<file path="config.mk">
export PLATFORM = sky130hd
export DESIGN_NAME = utf8_valid_prefix_length
export DESIGN_NICKNAME = d
export VERILOG_FILES = /design/src/rtl/utf8vpl_pkg.sv /design/src/rtl/utf8vpl_step.sv /design/src/rtl/utf8vpl_obuf.sv /design/src/rtl/utf8_valid_prefix_length.sv
export SDC_FILE = /design/constraint.sdc
export NUM_CORES = 1
export LEC_CHECK = 0
export ABC_AREA = 1
export BUFFER_PORTS_ARGS = -buffer_cell sky130_fd_sc_hd__buf_2
export CAP_MARGIN = 20
export CORE_MARGIN = 5
export CORE_UTILIZATION = 54
export CTS_CLUSTER_DIAMETER = 40
export CTS_CLUSTER_SIZE = 10
export DETAILED_ROUTE_END_ITERATION = 12
export PLACE_DENSITY = 0.72
export SYNTH_ARGS = -nofsm -noshare
export SYNTH_HDL_FRONTEND = slang
export SYNTH_SLANG_ARGS = --single-unit
export TNS_END_PERCENT = 1
</file>
<file path="constraint.sdc">
create_clock -name clk -period 4.2 [get_ports clk]
set_input_delay 0.63 -clock clk [delete_from_list [all_inputs] [get_ports clk]]
set_output_delay 0.63 -clock clk [all_outputs]
set_load 0.05 [all_outputs]
</file>
<file path="src/rtl/utf8vpl_pkg.sv">
// Shared types and constants for the UTF-8 valid prefix scanner.
// No dependencies.
package utf8vpl_pkg;

  localparam int MAX_LEN_W = 16;
  localparam int PREFIX_W  = 16;
  localparam int CAUSE_W   = 3;
  localparam logic [MAX_LEN_W-1:0] MAX_LEN_RESET = 16'hFFFF;

  typedef enum logic [CAUSE_W-1:0] {
    CAUSE_TERM  = 3'd0,
    CAUSE_LEAD  = 3'd1,
    CAUSE_LIMIT = 3'd2,
    CAUSE_CONT  = 3'd3,
    CAUSE_RANGE = 3'd4
  } cause_t;

  // Open-sequence tracking state.
  typedef struct packed {
    logic [1:0] bytes_left;
    logic [2:0] seq_size;
    logic [7:0] lead_value;
    logic       range_failed;
    logic       skipping;
  } seq_t;

  // One result word plus its valid flag.
  typedef struct packed {
    logic                vld;
    logic [PREFIX_W-1:0] prefix_length;
    cause_t              stop_cause;
  } res_t;

endpackage

</file>
<file path="src/rtl/utf8vpl_step.sv">
// Per-byte next-state and result logic of the UTF-8 prefix scanner.
// Depends on utf8vpl_pkg.
module utf8vpl_step #(
  parameter int LENGTH_BITS = 16
) (
  input  logic [LENGTH_BITS-1:0]          len_i,
  input  utf8vpl_pkg::seq_t               seq_i,
  input  logic [7:0]                      byte_i,
  input  logic [utf8vpl_pkg::MAX_LEN_W-1:0] max_length_i,
  output logic [LENGTH_BITS-1:0]          len_o,
  output utf8vpl_pkg::seq_t               seq_o,
  output utf8vpl_pkg::res_t               res_o
);
  import utf8vpl_pkg::*;

  localparam int CW = ((LENGTH_BITS > MAX_LEN_W) ? LENGTH_BITS : MAX_LEN_W) + 1;

  localparam logic [7:0] CONT_MASK = 8'hC0;
  localparam logic [7:0] CONT_TAG  = 8'h80;
  localparam logic [7:0] ASCII_MAX = 8'h7F;
  localparam logic [7:0] L2_MIN    = 8'hC2;
  localparam logic [7:0] L2_MAX    = 8'hDF;
  localparam logic [7:0] L3_MIN    = 8'hE0;
  localparam logic [7:0] L3_SURR   = 8'hED;
  localparam logic [7:0] L4_MIN    = 8'hF0;
  localparam logic [7:0] L4_MAX    = 8'hF4;
  localparam logic [7:0] B_A0      = 8'hA0;
  localparam logic [7:0] B_9F      = 8'h9F;
  localparam logic [7:0] B_90      = 8'h90;
  localparam logic [7:0] B_8F      = 8'h8F;

  logic [CW-1:0]          cap_ext;
  logic [CW-1:0]          max_ext;
  logic [CW-1:0]          limit_ext;
  logic [CW-1:0]          len_ext;
  logic [CW-1:0]          need_ext;
  logic [2:0]             lead_size;
  logic                   second_ok;
  logic                   rf_nxt;
  logic [1:0]             br_dec;
  logic [LENGTH_BITS-1:0] len_seq;
  logic [LENGTH_BITS-1:0] len_one;

  assign cap_ext   = (CW'(1) << LENGTH_BITS) - CW'(1);
  assign max_ext   = CW'(max_length_i);
  assign limit_ext = (max_ext < cap_ext) ? max_ext : cap_ext;
  assign len_ext   = CW'(len_i);
  assign need_ext  = len_ext + CW'(lead_size);
  assign len_seq   = len_i + LENGTH_BITS'(seq_i.seq_size);
  assign len_one   = len_i + LENGTH_BITS'(1);
  assign br_dec    = seq_i.bytes_left - 2'd1;

  always_comb begin
    if (byte_i <= ASCII_MAX) begin
      lead_size = 3'd1;
    end else if (byte_i >= L2_MIN && byte_i <= L2_MAX) begin
      lead_size = 3'd2;
    end else if (byte_i >= L3_MIN && byte_i < L4_MIN) begin
      lead_size = 3'd3;
    end else if (byte_i >= L4_MIN && byte_i <= L4_MAX) begin
      lead_size = 3'd4;
    end else begin
      lead_size = 3'd0;
    end
  end

  always_comb begin
    unique case (seq_i.lead_value)
      L3_MIN:  second_ok = (byte_i >= B_A0);
      L3_SURR: second_ok = (byte_i <= B_9F);
      L4_MIN:  second_ok = (byte_i >= B_90);
      L4_MAX:  second_ok = (byte_i <= B_8F);
      default: second_ok = 1'b1;
    endcase
  end

  assign rf_nxt = seq_i.range_failed |
                  ((({1'b0, seq_i.bytes_left} + 3'd1) == seq_i.seq_size) & ~second_ok);

  always_comb begin
    len_o               = len_i;
    seq_o               = seq_i;
    res_o.vld           = 1'b0;
    res_o.prefix_length = len_ext[PREFIX_W-1:0];
    res_o.stop_cause    = CAUSE_TERM;
    if (seq_i.skipping) begin
      if (byte_i == 8'd0) begin
        len_o = '0;
        seq_o = '0;
      end
    end else if (seq_i.bytes_left != 2'd0) begin
      if (byte_i == 8'd0) begin
        res_o.vld        = 1'b1;
        res_o.stop_cause = CAUSE_CONT;
        len_o            = '0;
        seq_o            = '0;
      end else if ((byte_i & CONT_MASK) != CONT_TAG) begin
        res_o.vld        = 1'b1;
        res_o.stop_cause = CAUSE_CONT;
        seq_o.skipping   = 1'b1;
        seq_o.bytes_left = 2'd0;
      end else begin
        seq_o.bytes_left = br_dec;
        if (br_dec == 2'd0) begin
          if (rf_nxt) begin
            res_o.vld          = 1'b1;
            res_o.stop_cause   = CAUSE_RANGE;
            seq_o.skipping     = 1'b1;
            seq_o.range_failed = 1'b0;
          end else begin
            len_o = len_seq;
          end
        end else begin
          seq_o.range_failed = rf_nxt;
        end
      end
    end else if (byte_i == 8'd0) begin
      res_o.vld        = 1'b1;
      res_o.stop_cause = CAUSE_TERM;
      len_o            = '0;
      seq_o            = '0;
    end else if (lead_size == 3'd0) begin
      res_o.vld        = 1'b1;
      res_o.stop_cause = CAUSE_LEAD;
      seq_o.skipping   = 1'b1;
    end else if (need_ext > limit_ext) begin
      res_o.vld        = 1'b1;
      res_o.stop_cause = CAUSE_LIMIT;
      seq_o.skipping   = 1'b1;
    end else if (lead_size == 3'd1) begin
      len_o = len_one;
    end else begin
      seq_o.seq_size     = lead_size;
      seq_o.bytes_left   = lead_size[1:0] - 2'd1;
      seq_o.lead_value   = byte_i;
      seq_o.range_failed = 1'b0;
    end
  end

endmodule

</file>
<file path="src/rtl/utf8vpl_obuf.sv">
// Two-entry result buffer (output register plus skid word).
// Depends on utf8vpl_pkg.
module utf8vpl_obuf (
  input  logic                                clk,
  input  logic                                rst_n,
  input  utf8vpl_pkg::res_t                   push_i,
  output logic                                full_o,
  output logic                                out_valid,
  input  logic                                out_ready,
  output logic [utf8vpl_pkg::PREFIX_W-1:0]    out_prefix_length,
  output logic [utf8vpl_pkg::CAUSE_W-1:0]     out_stop_cause
);
  import utf8vpl_pkg::*;

  res_t head_r, head_nxt;
  res_t skid_r, skid_nxt;
  logic pop;

  assign pop = head_r.vld & out_ready;

  always_comb begin
    head_nxt = head_r;
    skid_nxt = skid_r;
    if (!head_r.vld || pop) begin
      head_nxt     = skid_r.vld ? skid_r : push_i;
      head_nxt.vld = skid_r.vld | push_i.vld;
      skid_nxt     = push_i;
      skid_nxt.vld = skid_r.vld & push_i.vld;
    end else if (push_i.vld) begin
      skid_nxt = push_i;
    end
  end

  always_ff @(posedge clk) begin
    head_r <= head_nxt;
    skid_r <= skid_nxt;
    if (!rst_n) begin
      head_r.vld <= 1'b0;
      skid_r.vld <= 1'b0;
    end
  end

  assign full_o            = skid_r.vld;
  assign out_valid         = head_r.vld;
  assign out_prefix_length = head_r.prefix_length;
  assign out_stop_cause    = head_r.stop_cause;

endmodule

</file>
<file path="src/rtl/utf8_valid_prefix_length.sv">
// UTF-8 valid prefix scanner, top level: input word register, scan state, result buffer.
// Depends on utf8vpl_pkg, utf8vpl_step and utf8vpl_obuf.
// Each text byte is held in the input register; its result word is then registered in the result buffer.
// Throughput: one text byte per cycle; the input register stalls only while both
// result slots are held by the consumer.
// Reset (synchronous, active low): scan state cleared, buffers empty, max_length = 65535.
module utf8_valid_prefix_length #(
  parameter int LENGTH_BITS = 16
) (
  input  logic        clk,
  input  logic        rst_n,
  input  logic        cfg_we,
  input  logic [15:0] cfg_wdata,
  input  logic        in_valid,
  output logic        in_ready,
  input  logic [7:0]  in_text_byte,
  output logic        out_valid,
  input  logic        out_ready,
  output logic [15:0] out_prefix_length,
  output logic [2:0]  out_stop_cause
);
  import utf8vpl_pkg::*;

  logic [7:0]             byte_r;
  logic                   byte_vld_r, byte_vld_nxt;
  logic [LENGTH_BITS-1:0] len_r, len_nxt;
  seq_t                   seq_r, seq_nxt;
  logic [MAX_LEN_W-1:0]   max_length_r;
  res_t                   res;
  res_t                   push;
  logic                   full;
  logic                   advance;
  logic                   in_acc;

  assign advance      = byte_vld_r & ~full;
  assign in_ready     = ~byte_vld_r | advance;
  assign in_acc       = in_valid & in_ready;
  assign byte_vld_nxt = in_acc | (byte_vld_r & ~advance);

  always_ff @(posedge clk) begin
    if (!rst_n) begin
      byte_vld_r   <= 1'b0;
      len_r        <= '0;
      seq_r        <= '0;
      max_length_r <= MAX_LEN_RESET;
    end else begin
      byte_vld_r <= byte_vld_nxt;
      if (advance) begin
        len_r <= len_nxt;
        seq_r <= seq_nxt;
      end
      if (cfg_we) begin
        max_length_r <= cfg_wdata;
      end
    end
  end

  always_ff @(posedge clk) begin
    if (in_acc) begin
      byte_r <= in_text_byte;
    end
  end

  utf8vpl_step #(
    .LENGTH_BITS(LENGTH_BITS)
  ) u_step (
    .len_i        (len_r),
    .seq_i        (seq_r),
    .byte_i       (byte_r),
    .max_length_i (max_length_r),
    .len_o        (len_nxt),
    .seq_o        (seq_nxt),
    .res_o        (res)
  );

  always_comb begin
    push     = res;
    push.vld = res.vld & advance;
  end

  utf8vpl_obuf u_obuf (
    .clk               (clk),
    .rst_n             (rst_n),
    .push_i            (push),
    .full_o            (full),
    .out_valid         (out_valid),
    .out_ready         (out_ready),
    .out_prefix_length (out_prefix_length),
    .out_stop_cause    (out_stop_cause)
  );

endmodule

</file>
==> impl_metrics.env <==
export IMPL_status="complete, no violations"
export IMPL_clkTransAtPathRegs_ps=90
export IMPL_cap_viol_max_count=0
export IMPL_tritoncts="done"
export IMPL_ys_flop_type="dfxtp_1"
export IMPL_drt_first_pass_iters=5
export IMPL_critPathTopFamily="simple AND/OR/NAND/NOR gates"
export IMPL_min_path_type="primary input to flop"
export IMPL_yosysMostFrequentCell="nand2_1"
export IMPL_synth_area_um2=5530
export IMPL_path_common_cell="nand2_1"
export IMPL_timing_final_max_slew_violations=0
export IMPL_first_iter_violations=357
export IMPL_yosys_area_top_type="edfxtp_1"
export IMPL_clock_latency_ps=380
export IMPL_grt_pass1_vias=4504
export IMPL_worst_ep_required_time_ps=4340
export IMPL_rsz0062_at_grt="true"
export IMPL_grt_max_degree=40
export IMPL_end_kind="flop"
export IMPL_dieArea_um2=12400
export IMPL_drt_total_wl_um=12900
export IMPL_die_y_um=111
export IMPL_synth_nets=762
export IMPL_setup_viol=0
export IMPL_antennaDiodeCount=0
export IMPL_core_area_um2=10100
export IMPL_cts_sinks=96
export IMPL_min_delay_start="in_text_byte[3]"
export IMPL_routabilityCongestion=0.940
export IMPL_cellPowerDensity_nw_per_um2=333
export IMPL_area_growth_pct=12.4
export IMPL_placed_cell_area_um2=5900
export IMPL_routedWlPerCell_um=14.4
export IMPL_drive_gt1_share_pct=16.4
export IMPL_overflow=0
export IMPL_worstPathMaxFanout=9
export IMPL_timing_hold_ws_ps=436
export IMPL_ys_seq_area_share_pct=43.1
export IMPL_row_count=37
export IMPL_start_kind="flop"
export IMPL_period_share_pct=92.5
export IMPL_cts_buffer_depth=2
export IMPL_fmax_mhz=257
export IMPL_utilization_pct=61.3
export IMPL_async_flop_share_pct=0
export IMPL_worst_slew_pin_slew_ps=930
export IMPL_grt_first_pass_wirelength_um=21200
export IMPL_dp_cells=875
export IMPL_cts_root_buf="clkbuf_8"
export IMPL_slowest_delay_ps=440
export IMPL_ir_worst_vdd_mv=0.186
export IMPL_die_x_um=111
export IMPL_port_buffers=49
export IMPL_hold_violations=0
export IMPL_synth_cell_type_count=43
export IMPL_antenna_found_initial=0
export IMPL_vias_per_cell=5.33
export IMPL_crit_type="flop to flop"
export IMPL_gr_usage_all_layers_pct=20.9
export IMPL_yosys_warnings=0
export IMPL_fin_nets=810
export IMPL_ys_ff_latch=96
export IMPL_syn_inst=705
export IMPL_synth_common_cells="nand2_1, inv_1, o21ai_0"
export IMPL_syn_avg_cell_area_um2=7.85
export IMPL_start_util_pct=54.6
export IMPL_arrival_ps=4020
export IMPL_post_route_cell_area_um2=6220
export IMPL_yosysTopAreaCellShare_pct=25.0
export IMPL_cp_buffers_inverters=5
export IMPL_cp_startpoint="byte_r[7]"
export IMPL_tns_ps=0
export IMPL_yosys_top_cells_area="edfxtp_1, dfxtp_1, nand2_1, inv_1, ha_1"
export IMPL_period_minus_slack_ps=3880
export IMPL_r2r_start="byte_r[7]"
export IMPL_synth_edff_count=46
export IMPL_cts_buffers=9
export IMPL_antenna_left=0
export IMPL_slowest_stage="edfxtp_1"
export IMPL_h_tree_depth=3
export IMPL_max_slew_margin_pct=37.9
export IMPL_finClkSkew_ps=16.1
export IMPL_vias=4761
export IMPL_drc=0
export IMPL_pin_count=50
export IMPL_power_leakage_nw=2.88
export IMPL_r2r_setup_slack_ps=320
export IMPL_dp_hpwl_um=9850
export IMPL_finalNonFillerCells=894
export IMPL_fillers=920
export IMPL_cts_hold_buffers_added=0
==> worst register-to-register path, delay by kind of cell, from the launching register on <==
family | cells | cell delay (ps)
buf+inv | 5 | 550
simple gates | 20 | 1790
xor+xnor | 1 | 160
compound gates | 1 | 160
fa+ha+maj | 2 | 580
flops | 1 | 440
==> cell usage in the layout (no fill, tap or decap), drive strengths merged <==
cell | netlist | layout
a32o | 2 | 2
or2 | 1 | 1
clkinv | 2 | 4
clkinvlp | 0 | 2
o22ai | 6 | 6
fa | 1 | 1
o21ai | 62 | 62
nand3 | 49 | 49
ha | 27 | 27
a21oi | 57 | 57
inv | 96 | 97
nor2 | 73 | 73
o221ai | 1 | 1
and2 | 1 | 1
o21a | 1 | 1
xor2 | 24 | 24
a21o | 1 | 1
nor4 | 2 | 2
a22oi | 1 | 1
buf | 9 | 60
clkbuf | 14 | 11
o2111ai | 1 | 1
dfxtp | 50 | 50
o21bai | 1 | 1
nand2 | 153 | 153
edfxtp | 46 | 46
nand3b | 1 | 1
a22o | 2 | 2
bufinv | 0 | 1
a31oi | 1 | 1
nor3 | 14 | 14
nand4 | 5 | 5
==> through the flow <==
step	power (mW)	setup slack, ps
floorplan	1.37	267
global placement	1.46	188
detailed placement	1.46	3.30
CTS	2.06	28.0
global route	2.16	-75.5
finish	2.07	316
==> final timing paths <==
check                      endpoint  cells past startpoint
setup / recovery  u_obuf.skid_r[10]                     29
hold / removal            byte_r[3]                      1
setup reg to reg  u_obuf.skid_r[10]                     29
hold reg to reg     max_length_r[2]                      2
==> report_power, final <==
group          internal [mW]  total (mW)  switching, mW  leakage (nW)
Combinational          0.112       0.369          0.256          1.84
Sequential              1.05        1.09         0.0383         0.943
Clock                  0.278       0.612          0.334        0.0930
==> layout make-up <==
| class | instances | area [um^2] | share of cell area [%] |
|---|---|---|---|
| multi-input cells | 487 | 2730 | 44.0 |
| flip-flops and latches | 96 | 2380 | 38.3 |
| inverters | 98 | 370 | 5.96 |
| repair buffers | 61 | 365 | 5.88 |
| well taps | 136 | 170 | 2.74 |
| clock buffers | 10 | 128 | 2.05 |
| clock inverters | 6 | 68.8 | 1.11 |
==> state kept, by name (all words and copies together) (netlist names) <==
signal and flops:
byte_r 8, byte_vld_r 1, len_r 16, max_length_r 16, seq_r 15, u_obuf.full_o 1
u_obuf.out_prefix_length 16, u_obuf.out_stop_cause 3, u_obuf.out_valid 1, u_obuf.skid_r 19
==> logic make-up (layout without fill, tap and decap cells) <==
kind of cell | Yosys count | after routing | share of synthesized area, %
adder cells (fa/ha/maj) | 28 | 28 | 6.47
AND/OR/NAND/NOR | 299 | 299 | 23.9
buffers and inverters | 122 | 175 | 9.05
AO/OA/AOI/OAI | 136 | 136 | 13.7
flip-flops | 96 | 96 | 43.1
XOR/XNOR | 24 | 24 | 3.80
==> metal layers <==
layer / GRT usage [%] / up-vias / routed length (um)
li1: - / 2408 / -
met1: 27.3 / 2142 / 5780
met2: 33.2 / 170 / 5800
met3: 4.53 / 41 / 860
met4: 9.33 / 0 / 427
met5: 0 / - / 0
==> repair_timing <==
action	4_1_cts	5_1_grt
resized for setup	3	18
endpoints found under the hold margin	0	0
endpoints found under the setup margin	19	52
cloned	0	1
pin swaps	0	3
setup buffers	0	2
Power figures use the tool's default switching activity.
